## src/hw/rtl/mfd_pkg.sv

```systemverilog
// ----------------------------------------------------------------------------
// mfd_pkg
// Shared constants, register codes and controller/datapath interface types
// for the Manchester frame decoder.
// ----------------------------------------------------------------------------
package mfd_pkg;

   localparam int MAX_HALF_BITS = 156;
   localparam int MAX_SYMBOLS   = 128;
   localparam int START_SPAN    = 68;
   localparam int FRAME_BITS    = 32;

   localparam int DUR_W    = 15;
   localparam int FRAME_W  = 32;
   localparam int STATUS_W = 2;

   localparam int HB_W   = $clog2(MAX_HALF_BITS + 1);
   localparam int ADDR_W = $clog2(MAX_HALF_BITS);
   localparam int POS_W  = $clog2(MAX_HALF_BITS + 2);
   localparam int CMP_W  = $clog2(MAX_HALF_BITS + START_SPAN + 2);
   localparam int SYM_W  = $clog2(MAX_SYMBOLS + 1);
   localparam int BITS_W = $clog2(FRAME_BITS + 1);

   // configuration port
   localparam int APB_AW    = 3;
   localparam int APB_DW    = 32;
   localparam int REG_IDX_W = APB_AW - 2;

   localparam logic [REG_IDX_W-1:0] REG_SPLIT_THRESHOLD = 1'b0;
   localparam logic [REG_IDX_W-1:0] REG_IDLE_LIMIT      = 1'b1;

   localparam logic [DUR_W-1:0] SPLIT_THRESHOLD_RST = 15'd750;
   localparam logic [DUR_W-1:0] IDLE_LIMIT_RST      = 15'd1500;

   // result status codes
   localparam logic [STATUS_W-1:0] ST_OK      = 2'd0;
   localparam logic [STATUS_W-1:0] ST_SHORT   = 2'd1;
   localparam logic [STATUS_W-1:0] ST_NOSTART = 2'd2;
   localparam logic [STATUS_W-1:0] ST_PARITY  = 2'd3;

   typedef struct packed {
      logic [DUR_W-1:0] split_threshold;
      logic [DUR_W-1:0] idle_limit;
   } cfg_type;

   typedef struct packed {
      logic                load;       // capture request, count symbol
      logic                wr_half;    // store one pending half-bit
      logic                clr_pos;    // reset scan position and frame
      logic                rd_pair;    // read store at pos, pos+1
      logic                step_one;   // pos += 1
      logic                skip_pair;  // pos += 2
      logic                take_pair;  // pos += 2, shift in bit if valid
      logic                emit;       // present result, clear capture
      logic [STATUS_W-1:0] status;
   } cmd_type;

   typedef struct packed {
      logic halves_pending;
      logic last;
      logic sym_short;
      logic scan_ok;
      logic pair_start;
      logic bits_more;
      logic bits_full;
      logic parity_odd;
   } stat_type;

endpackage

```

## src/hw/rtl/mfd_csr.sv

```systemverilog
// ----------------------------------------------------------------------------
// mfd_csr
// APB register file: split threshold and idle limit.
// ----------------------------------------------------------------------------
module mfd_csr (
   input  logic                       clock,
   input  logic                       reset,
   input  logic                       psel,
   input  logic                       penable,
   input  logic                       pwrite,
   input  logic [mfd_pkg::APB_AW-1:0] paddr,
   input  logic [mfd_pkg::APB_DW-1:0] pwdata,
   output logic [mfd_pkg::APB_DW-1:0] prdata,
   output logic                       pready,
   output mfd_pkg::cfg_type           cfg
);
   import mfd_pkg::*;

   logic [DUR_W-1:0]     split_ff, split_in;
   logic [DUR_W-1:0]     idle_ff, idle_in;
   logic [REG_IDX_W-1:0] reg_idx;
   logic                 wr_en;

   assign pready  = 1'b1;
   assign reg_idx = paddr[APB_AW-1:2];
   assign wr_en   = psel & penable & pwrite & pready;

   always_comb begin
      split_in = split_ff;
      idle_in  = idle_ff;
      if (wr_en) begin
         case (reg_idx)
            REG_SPLIT_THRESHOLD: split_in = pwdata[DUR_W-1:0];
            REG_IDLE_LIMIT:      idle_in  = pwdata[DUR_W-1:0];
            default: ;
         endcase
      end
   end

   always_comb begin
      case (reg_idx)
         REG_SPLIT_THRESHOLD: prdata = APB_DW'(split_ff);
         REG_IDLE_LIMIT:      prdata = APB_DW'(idle_ff);
         default:             prdata = '0;
      endcase
   end

   always_ff @(posedge clock) begin
      if (reset) begin
         split_ff <= SPLIT_THRESHOLD_RST;
         idle_ff  <= IDLE_LIMIT_RST;
      end else begin
         split_ff <= split_in;
         idle_ff  <= idle_in;
      end
   end

   assign cfg.split_threshold = split_ff;
   assign cfg.idle_limit      = idle_ff;

endmodule

```

## src/hw/rtl/mfd_datapath.sv

```systemverilog
// ----------------------------------------------------------------------------
// mfd_datapath
// Half-bit store, capture counters, start search position and frame shifter.
// ----------------------------------------------------------------------------
module mfd_datapath (
   input  logic                         clock,
   input  logic                         reset,
   input  logic                         req_level_first,
   input  logic [mfd_pkg::DUR_W-1:0]    req_duration_first,
   input  logic                         req_level_second,
   input  logic [mfd_pkg::DUR_W-1:0]    req_duration_second,
   input  logic                         req_last_symbol,
   input  mfd_pkg::cfg_type             cfg,
   input  mfd_pkg::cmd_type             cmd,
   output mfd_pkg::stat_type            stat,
   output logic                         rsp_valid,
   output logic [mfd_pkg::FRAME_W-1:0]  rsp_frame,
   output logic [mfd_pkg::STATUS_W-1:0] rsp_status
);
   import mfd_pkg::*;

   // 0 = skipped, 1 = short, 2 = long
   function automatic logic [1:0] half_count(input logic [DUR_W-1:0] dur,
                                             input cfg_type c);
      logic [1:0] n;
      if (dur == '0 || dur > c.idle_limit)
         n = 2'd0;
      else if (dur < c.split_threshold)
         n = 2'd1;
      else
         n = 2'd2;
      return n;
   endfunction

   logic                lvl1_ff, lvl1_in;
   logic                lvl2_ff, lvl2_in;
   logic [1:0]          rem1_ff, rem1_in;
   logic [1:0]          rem2_ff, rem2_in;
   logic                last_ff, last_in;
   logic [HB_W-1:0]     hb_cnt_ff, hb_cnt_in;
   logic [SYM_W-1:0]    sym_cnt_ff, sym_cnt_in;
   logic [POS_W-1:0]    pos_ff, pos_in;
   logic [BITS_W-1:0]   bits_ff, bits_in;
   logic [FRAME_W-1:0]  value_ff, value_in;
   logic                rsp_valid_ff, rsp_valid_in;
   logic [FRAME_W-1:0]  rsp_frame_ff, rsp_frame_in;
   logic [STATUS_W-1:0] rsp_status_ff, rsp_status_in;
   logic                rd_a_ff, rd_b_ff;
   logic                wr_en;
   logic                wr_lvl;
   logic [POS_W-1:0]    pos_nxt;

   logic mem [MAX_HALF_BITS];

   assign pos_nxt = pos_ff + POS_W'(1);

   always_comb begin
      lvl1_in       = lvl1_ff;
      lvl2_in       = lvl2_ff;
      rem1_in       = rem1_ff;
      rem2_in       = rem2_ff;
      last_in       = last_ff;
      hb_cnt_in     = hb_cnt_ff;
      sym_cnt_in    = sym_cnt_ff;
      pos_in        = pos_ff;
      bits_in       = bits_ff;
      value_in      = value_ff;
      rsp_valid_in  = cmd.emit;
      rsp_frame_in  = rsp_frame_ff;
      rsp_status_in = rsp_status_ff;
      wr_en         = 1'b0;
      wr_lvl        = lvl1_ff;

      if (cmd.load) begin
         lvl1_in = req_level_first;
         lvl2_in = req_level_second;
         last_in = req_last_symbol;
         if (sym_cnt_ff < SYM_W'(MAX_SYMBOLS)) begin
            sym_cnt_in = sym_cnt_ff + SYM_W'(1);
            rem1_in    = half_count(req_duration_first, cfg);
            rem2_in    = half_count(req_duration_second, cfg);
         end else begin
            // symbol past the cap: only its last mark counts
            rem1_in = 2'd0;
            rem2_in = 2'd0;
         end
      end

      if (cmd.wr_half) begin
         if (rem1_ff != 2'd0) begin
            wr_lvl  = lvl1_ff;
            rem1_in = rem1_ff - 2'd1;
         end else begin
            wr_lvl  = lvl2_ff;
            rem2_in = rem2_ff - 2'd1;
         end
         if (hb_cnt_ff < HB_W'(MAX_HALF_BITS)) begin
            wr_en     = 1'b1;
            hb_cnt_in = hb_cnt_ff + HB_W'(1);
         end
      end

      if (cmd.clr_pos) begin
         pos_in   = '0;
         bits_in  = '0;
         value_in = '0;
      end
      if (cmd.step_one)
         pos_in = pos_nxt;
      if (cmd.skip_pair)
         pos_in = pos_ff + POS_W'(2);
      if (cmd.take_pair) begin
         pos_in = pos_ff + POS_W'(2);
         // low-high is 1, high-low is 0, equal halves are dropped
         if (rd_a_ff != rd_b_ff) begin
            value_in = {value_ff[FRAME_W-2:0], rd_b_ff};
            bits_in  = bits_ff + BITS_W'(1);
         end
      end

      if (cmd.emit) begin
         hb_cnt_in     = '0;
         sym_cnt_in    = '0;
         rsp_status_in = cmd.status;
         rsp_frame_in  = (cmd.status == ST_OK) ? value_ff : '0;
      end
   end

   always_ff @(posedge clock) begin
      if (reset) begin
         rem1_ff      <= '0;
         rem2_ff      <= '0;
         hb_cnt_ff    <= '0;
         sym_cnt_ff   <= '0;
         rsp_valid_ff <= 1'b0;
      end else begin
         rem1_ff      <= rem1_in;
         rem2_ff      <= rem2_in;
         hb_cnt_ff    <= hb_cnt_in;
         sym_cnt_ff   <= sym_cnt_in;
         rsp_valid_ff <= rsp_valid_in;
      end
   end

   always_ff @(posedge clock) begin
      lvl1_ff       <= lvl1_in;
      lvl2_ff       <= lvl2_in;
      last_ff       <= last_in;
      pos_ff        <= pos_in;
      bits_ff       <= bits_in;
      value_ff      <= value_in;
      rsp_frame_ff  <= rsp_frame_in;
      rsp_status_ff <= rsp_status_in;
   end

   always_ff @(posedge clock) begin
      if (wr_en)
         mem[hb_cnt_ff[ADDR_W-1:0]] <= wr_lvl;
      if (cmd.rd_pair) begin
         rd_a_ff <= mem[pos_ff[ADDR_W-1:0]];
         rd_b_ff <= mem[pos_nxt[ADDR_W-1:0]];
      end
   end

   assign stat.halves_pending = (rem1_ff != 2'd0) || (rem2_ff != 2'd0);
   assign stat.last           = last_ff;
   assign stat.sym_short      = sym_cnt_ff < SYM_W'(2);
   assign stat.scan_ok        = (CMP_W'(pos_ff) + CMP_W'(START_SPAN)) < CMP_W'(hb_cnt_ff);
   assign stat.pair_start     = !rd_a_ff && rd_b_ff;
   assign stat.bits_more      = ((CMP_W'(pos_ff) + CMP_W'(1)) < CMP_W'(hb_cnt_ff))
                                && (bits_ff < BITS_W'(FRAME_BITS));
   assign stat.bits_full      = bits_ff == BITS_W'(FRAME_BITS);
   assign stat.parity_odd     = ^value_ff;

   assign rsp_valid  = rsp_valid_ff;
   assign rsp_frame  = rsp_frame_ff;
   assign rsp_status = rsp_status_ff;

`ifndef SYNTH
   a_hb_cap: assert property (@(posedge clock) disable iff (reset)
      hb_cnt_ff <= HB_W'(MAX_HALF_BITS))
      else $error("half-bit count past store size");

   a_rsp_single: assert property (@(posedge clock) disable iff (reset)
      rsp_valid_ff |=> !rsp_valid_ff)
      else $error("back-to-back result strobes");

   a_frame_zero: assert property (@(posedge clock) disable iff (reset)
      rsp_valid_ff && (rsp_status_ff != ST_OK) |-> (rsp_frame_ff == '0))
      else $error("nonzero frame with error status");

   a_clear_after: assert property (@(posedge clock) disable iff (reset)
      cmd.emit |=> (hb_cnt_ff == '0) && (sym_cnt_ff == '0))
      else $error("capture not cleared after result");
`endif

endmodule

```

## src/hw/rtl/mfd_ctrl.sv

```systemverilog
// ----------------------------------------------------------------------------
// mfd_ctrl
// Sequencer: per-symbol half-bit writes, start search, pair decode, result.
// ----------------------------------------------------------------------------
module mfd_ctrl (
   input  logic              clock,
   input  logic              reset,
   input  logic              start,
   output logic              busy,
   input  mfd_pkg::stat_type stat,
   output mfd_pkg::cmd_type  cmd
);
   import mfd_pkg::*;

   localparam logic [2:0] S_IDLE     = 3'd0;
   localparam logic [2:0] S_WRITE    = 3'd1;
   localparam logic [2:0] S_DECODE   = 3'd2;
   localparam logic [2:0] S_SCAN_RD  = 3'd3;
   localparam logic [2:0] S_SCAN_CHK = 3'd4;
   localparam logic [2:0] S_BITS_RD  = 3'd5;
   localparam logic [2:0] S_BITS_CHK = 3'd6;
   localparam logic [2:0] S_FINISH   = 3'd7;

   logic [2:0] state_ff, state_in;

   assign busy = (state_ff != S_IDLE);

   always_comb begin
      state_in = state_ff;
      cmd      = '0;
      case (state_ff)
         S_IDLE: begin
            if (start) begin
               cmd.load = 1'b1;
               state_in = S_WRITE;
            end
         end
         S_WRITE: begin
            if (stat.halves_pending)
               cmd.wr_half = 1'b1;
            else if (stat.last)
               state_in = S_DECODE;
            else
               state_in = S_IDLE;
         end
         S_DECODE: begin
            if (stat.sym_short) begin
               cmd.emit   = 1'b1;
               cmd.status = ST_SHORT;
               state_in   = S_IDLE;
            end else begin
               cmd.clr_pos = 1'b1;
               state_in    = S_SCAN_RD;
            end
         end
         S_SCAN_RD: begin
            if (stat.scan_ok) begin
               cmd.rd_pair = 1'b1;
               state_in    = S_SCAN_CHK;
            end else begin
               cmd.emit   = 1'b1;
               cmd.status = ST_NOSTART;
               state_in   = S_IDLE;
            end
         end
         S_SCAN_CHK: begin
            if (stat.pair_start) begin
               cmd.skip_pair = 1'b1;
               state_in      = S_BITS_RD;
            end else begin
               cmd.step_one = 1'b1;
               state_in     = S_SCAN_RD;
            end
         end
         S_BITS_RD: begin
            if (stat.bits_more) begin
               cmd.rd_pair = 1'b1;
               state_in    = S_BITS_CHK;
            end else begin
               state_in = S_FINISH;
            end
         end
         S_BITS_CHK: begin
            cmd.take_pair = 1'b1;
            state_in      = S_BITS_RD;
         end
         S_FINISH: begin
            cmd.emit = 1'b1;
            if (!stat.bits_full)
               cmd.status = ST_NOSTART;
            else if (stat.parity_odd)
               cmd.status = ST_PARITY;
            else
               cmd.status = ST_OK;
            state_in = S_IDLE;
         end
         default: begin
            state_in = S_IDLE;
         end
      endcase
   end

   always_ff @(posedge clock) begin
      if (reset) begin
         state_ff <= S_IDLE;
      end else begin
         state_ff <= state_in;
      end
   end

endmodule

```

## src/hw/rtl/manchester_frame_decoder_top.sv

```systemverilog
// ----------------------------------------------------------------------------
// manchester_frame_decoder_top
// Manchester frame decoder: captured pulse symbols in, 32-bit frame and
// status out once per capture.
// ----------------------------------------------------------------------------
// A symbol is taken when start is high and busy is low. Each symbol then
// keeps the block busy while it writes each half-bit it yields, dropped
// ones included, one at a time, since the half-bit store has a single write
// port. A symbol marked last also runs the decode on the store's two read
// ports, reading and then checking each examined position or pair in turn.
// The result sits on rsp_frame/rsp_status for exactly one cycle with
// rsp_valid high and cannot be held off; the next request may be taken in
// that same cycle. Register writes are meant for idle periods only.
module manchester_frame_decoder_top (
   input  logic                         clock,
   input  logic                         reset,
   // request channel
   input  logic                         start,
   output logic                         busy,
   input  logic                         req_level_first,
   input  logic [mfd_pkg::DUR_W-1:0]    req_duration_first,
   input  logic                         req_level_second,
   input  logic [mfd_pkg::DUR_W-1:0]    req_duration_second,
   input  logic                         req_last_symbol,
   // result channel
   output logic                         rsp_valid,
   output logic [mfd_pkg::FRAME_W-1:0]  rsp_frame,
   output logic [mfd_pkg::STATUS_W-1:0] rsp_status,
   // register port
   input  logic                         psel,
   input  logic                         penable,
   input  logic                         pwrite,
   input  logic [mfd_pkg::APB_AW-1:0]   paddr,
   input  logic [mfd_pkg::APB_DW-1:0]   pwdata,
   output logic [mfd_pkg::APB_DW-1:0]   prdata,
   output logic                         pready
);
   import mfd_pkg::*;

   cfg_type  cfg;
   cmd_type  cmd;
   stat_type stat;

   mfd_csr u_csr (
      .clock   (clock),
      .reset   (reset),
      .psel    (psel),
      .penable (penable),
      .pwrite  (pwrite),
      .paddr   (paddr),
      .pwdata  (pwdata),
      .prdata  (prdata),
      .pready  (pready),
      .cfg     (cfg)
   );

   mfd_ctrl u_ctrl (
      .clock (clock),
      .reset (reset),
      .start (start),
      .busy  (busy),
      .stat  (stat),
      .cmd   (cmd)
   );

   mfd_datapath u_datapath (
      .clock               (clock),
      .reset               (reset),
      .req_level_first     (req_level_first),
      .req_duration_first  (req_duration_first),
      .req_level_second    (req_level_second),
      .req_duration_second (req_duration_second),
      .req_last_symbol     (req_last_symbol),
      .cfg                 (cfg),
      .cmd                 (cmd),
      .stat                (stat),
      .rsp_valid           (rsp_valid),
      .rsp_frame           (rsp_frame),
      .rsp_status          (rsp_status)
   );

endmodule

```

## config.mk

```make
export PLATFORM = sky130hd
export DESIGN_NAME = manchester_frame_decoder_top
export DESIGN_NICKNAME = d
export VERILOG_FILES = /design/src/hw/rtl/mfd_pkg.sv /design/src/hw/rtl/mfd_csr.sv /design/src/hw/rtl/mfd_datapath.sv /design/src/hw/rtl/mfd_ctrl.sv /design/src/hw/rtl/manchester_frame_decoder_top.sv
export SDC_FILE = /design/constraint.sdc
export NUM_CORES = 1
export LEC_CHECK = 0
export BUFFER_PORTS_ARGS = -buffer_cell sky130_fd_sc_hd__buf_2
export CORE_ASPECT_RATIO = 1.4
export CORE_MARGIN = 4
export CORE_UTILIZATION = 65
export DETAILED_ROUTE_END_ITERATION = 6
export HOLD_SLACK_MARGIN = 0.02
export MAX_ROUTING_LAYER = met4
export PLACE_DENSITY_LB_ADDON = 0.12
export SLEW_MARGIN = 20
export SYNTH_ARGS = -nofsm -noshare
export SYNTH_HDL_FRONTEND = slang
export SYNTH_SLANG_ARGS = --single-unit
```

## constraint.sdc

```tcl
create_clock -name clock -period 8.27 [get_ports clock]
set_input_delay 1.654 -clock clock [delete_from_list [all_inputs] [get_ports clock]]
set_output_delay 1.654 -clock clock [all_outputs]
set_load 0.01 [all_outputs]
```

==> results.yml <==
status:
  status: "finished clean"
synth:
  synth_warnings: 0
  synth_compound_area_share_pct: 8.30
  async_reset_ff_share_pct: 0
  synth_top_family_by_area: "simple AND/OR/NAND/NOR gates"
  synthTopCellsByArea: "edfxtp_1 (38%), dfxtp_1 (11%), mux4_2 (11%)"
  synth-edff-count: 203
  synthMuxAreaShare_pct: 12.4
  synthSimpleGateAreaFrac_pct: 15.8
  synth_seq_cells: 295
  yosysTopAreaCellShare_pct: 37.9
  synth_flop_cell: "edfxtp_1"
  yosysUniqueCellTypes: 73
  synth_area_um2: 16100
  netlist_instances: 1508
  avgSynthCellArea_um2: 10.7
  synth-xor-area-share_pct: 3.04
  synthAdderAreaFrac_pct: 6.61
  synth_top_cell_by_area: "edfxtp_1"
  ys_seq_area_share_pct: 49.4
grt:
  antenna_found_initial: 0
  use_met1_pct: 33.0
  grt_max_degree: 153
  grt_use_met3_pct: 3.87
  grt.busiest_layer: "met2"
  grt_pass1_wl_um: 61500
  track_usage_pct: 28.8
  grt_pass1_vias: 12100
  overflow: 0
  grt_util_met2_pct: 49.9
timing:
  slew_headroom_pct: 37.4
  period_needed_ns: 4.27
  hold_viol: 0
  drv_slew: 0
  clock.fmax_mhz: 234
  tns_ns: 0
  tightest_slew_ns: 0.939
  setup_viol_count_final: 0
  min_period_over_period_pct: 51.6
  final.setup.worst_slack_ns: 4.00
  clock_skew_ns: 0.00931
  grt_setup_unrepaired: "no"
worst_setup_path:
  worst-endpoint-arrival_ns: 2.61
  worst_setup_path_start_kind: "primary input"
  endpoint_kind: "primary output"
  path_max_fanout: 32
  critPathKind: "primary input to primary output"
  cp_data_required_time_ns: 6.62
route:
  first_pass_iters: 7
  num_vias: 12100
  first_iter_violations: 991
  final_antenna_net_count: 0
  drc_errors: 0
  drt-total-wl_um: 38600
  avgViaCountPerCell: 6.31
  drt-wirelength-per-cell_um: 20.2
clocking:
  cts.clk_slew.worst_paths_ns: 0.06
  cts_sinks: 295
  cts_hold_buffers: 0
  max-clock-path-buffers: 3
  clock_latency_ns: 0.56
  post_cts_resized: 0
  htree_num_levels: 1
  cts_made_buffers: 29
  cts-root-buf: "clkbuf_16"
  cts_tree: "done"
  postCtsSetupRepairBufs: 0
placed_design:
  dp_slack_ns: 4.02
  gp_routability_congestion: 0.909
  dp.final_hpwl_um: 26000
  portBuffers: 105
  placed_cells: 1858
floorplanning:
  rows: 67
  ios: 143
  die_width_um: 141
  die_h_um: 194
  core_area_um2: 24100
  start_util_pct: 66.6
  dieArea_um2: 27400
final_layout:
  final_cells: 1911
  drive_above_1_share_pct: 16.2
  nNetsFinal: 1738
  n_fill_cell: 1714
  syn_to_final_growth_pct: 9.38
  antennaDiodeCount: 0
power_and_ir_drop:
  switchingPower_mw: 0.700
  swShare_pct: 22.7
  seqPwrFrac_pct: 52.4
  p_per_area_nw_per_um2: 176
  pwr-share-clk_pct: 41.6
  p_leak_nw: 6.34
  peakVddDrop_v: 0.000165
  p_comb_share_pct: 6.0
  intPower_mw: 2.39
hold_path:
  hold_class: "flop to flop"
run:
  maxCapViolCount: 0
==> layer usage <==
| metal | vias to the layer above | routed length [µm] |
|---|---|---|
| met5 | - | 0 |
| met4 | 0 | 2050 |
| met3 | 172 | 2680 |
| met2 | 537 | 19900 |
| met1 | 5814 | 13900 |
| li1 | 5532 | - |
==> state kept, by name, summed over array words and instances (netlist names), 3 cells and up <==
name,cells
u_datapath.bits_ff,6
u_datapath.rsp_frame,32
u_datapath.pos_ff,8
u_csr.split_ff,15
u_datapath.mem,156
u_datapath.sym_cnt_ff,8
u_csr.idle_ff,15
u_datapath.hb_cnt_ff,8
u_ctrl.state_ff,3
u_datapath.value_ff,32
==> synthesized netlist by cell type (all sizes together) (21+ instances only) <==
cell / n
mux4: 78
clkbuf: 48
nor2: 249
edfxtp: 203
nand2: 235
inv: 56
ha: 85
buf: 47
a21oi: 56
nand3: 27
xnor2: 41
o21ai: 76
nand4: 21
dfxtp: 92
==> layout by cell type (no fill, tap or decap), types with 3 or more instances in the layout <==
cell type   netlist  final
o21ai_0          75     75
a221oi_1          4      4
nand2_1         235    235
xnor2_1          41     41
a211oi_1          4      4
buf_2            16    105
or3_1             5      4
o211ai_1         19     19
nand2b_1          7      7
buf_4            23     13
edfxtp_1        203    203
mux4_2           76     76
conb_1            2     18
clkbuf_16         0     29
nor2b_1          13     13
nand3_1          27     27
o2111ai_1         4      4
a22oi_1           4      4
mux2i_1          20     20
nand4_1          21     21
o21a_1            5      5
nor4_1           12     12
xor2_1           13     13
dfxtp_1          92     92
and2_1            3      3
and3_1            5      5
clkinvlp_4        0      4
clkinv_2          0      5
ha_1             85     85
clkinv_1          1      4
inv_1            55     55
a21o_1           13     13
clkbuf_1         47      6
a31oi_1           4      4
a21oi_1          56     56
nor2_1          249    249
nor3_1           13     12
==> power groups by stage <==
| stage | registers (mW) | clock network (mW) | logic, mW |
|---|---|---|---|
| CTS | 1.62 | 1.29 | 0.186 |
| global placement | 1.65 | 0 | 0.177 |
| floorplan | 1.65 | 0 | 0.123 |
| global route | 1.62 | 1.36 | 0.208 |
| detailed placement | 1.65 | 0 | 0.184 |
| finish | 1.62 | 1.28 | 0.187 |
==> final timing paths <==
| check | from | end | slack [ns] | cells after the start |
|---|---|---|---|---|
| worst min register to register | u_csr.split_ff[11] | u_csr.split_ff[11] | 0.46 | 2 |
| worst min-delay path | u_csr.split_ff[11] | u_csr.split_ff[11] | 0.46 | 2 |
| worst max register to register | u_datapath.pos_ff[0] | u_datapath.rd_b_ff | 4.08 | 10 |
| worst max-delay path | paddr[2] | prdata[0] | 4.00 | 3 |
==> area by class of cell <==
cell class,instances,area [µm²],area share [%]
flip-flops and latches,295,7940,45.1
multi-input cells,1077,7500,42.7
clock buffers,36,762,4.33
repair buffers,119,634,3.61
well taps,310,388,2.20
inverters,57,214,1.22
clock inverters,17,153,0.868
==> stage by stage <==
step,area (µm²),utilization [%],hold slack [ns],power [mW]
6_report,17600,72.9,0.459,3.09
5_1_grt,17600,72.9,0.476,3.19
4_1_cts,17600,72.8,0.460,3.10
3_5_place_dp,16700,69.1,0.451,1.84
3_3_place_gp,16700,69.1,0.442,1.83
2_1_floorplan,16100,-,0.436,1.77
==> worst max-delay path, cell delays in order <==
cell	delay, ns
buf_2	0.43
mux2_2	0.39
buf_2	0.14
==> cells by family after synthesis <==
family,after synthesis
DFF,295
muxes,101
and+or+nand+nor,602
adders and majority gates,85
xor gates and xnor gates,55
other,2
AOI/OAI and AO/OA,216
buffers and inverters,152
Note: power is estimated with default switching activity, not from simulation.
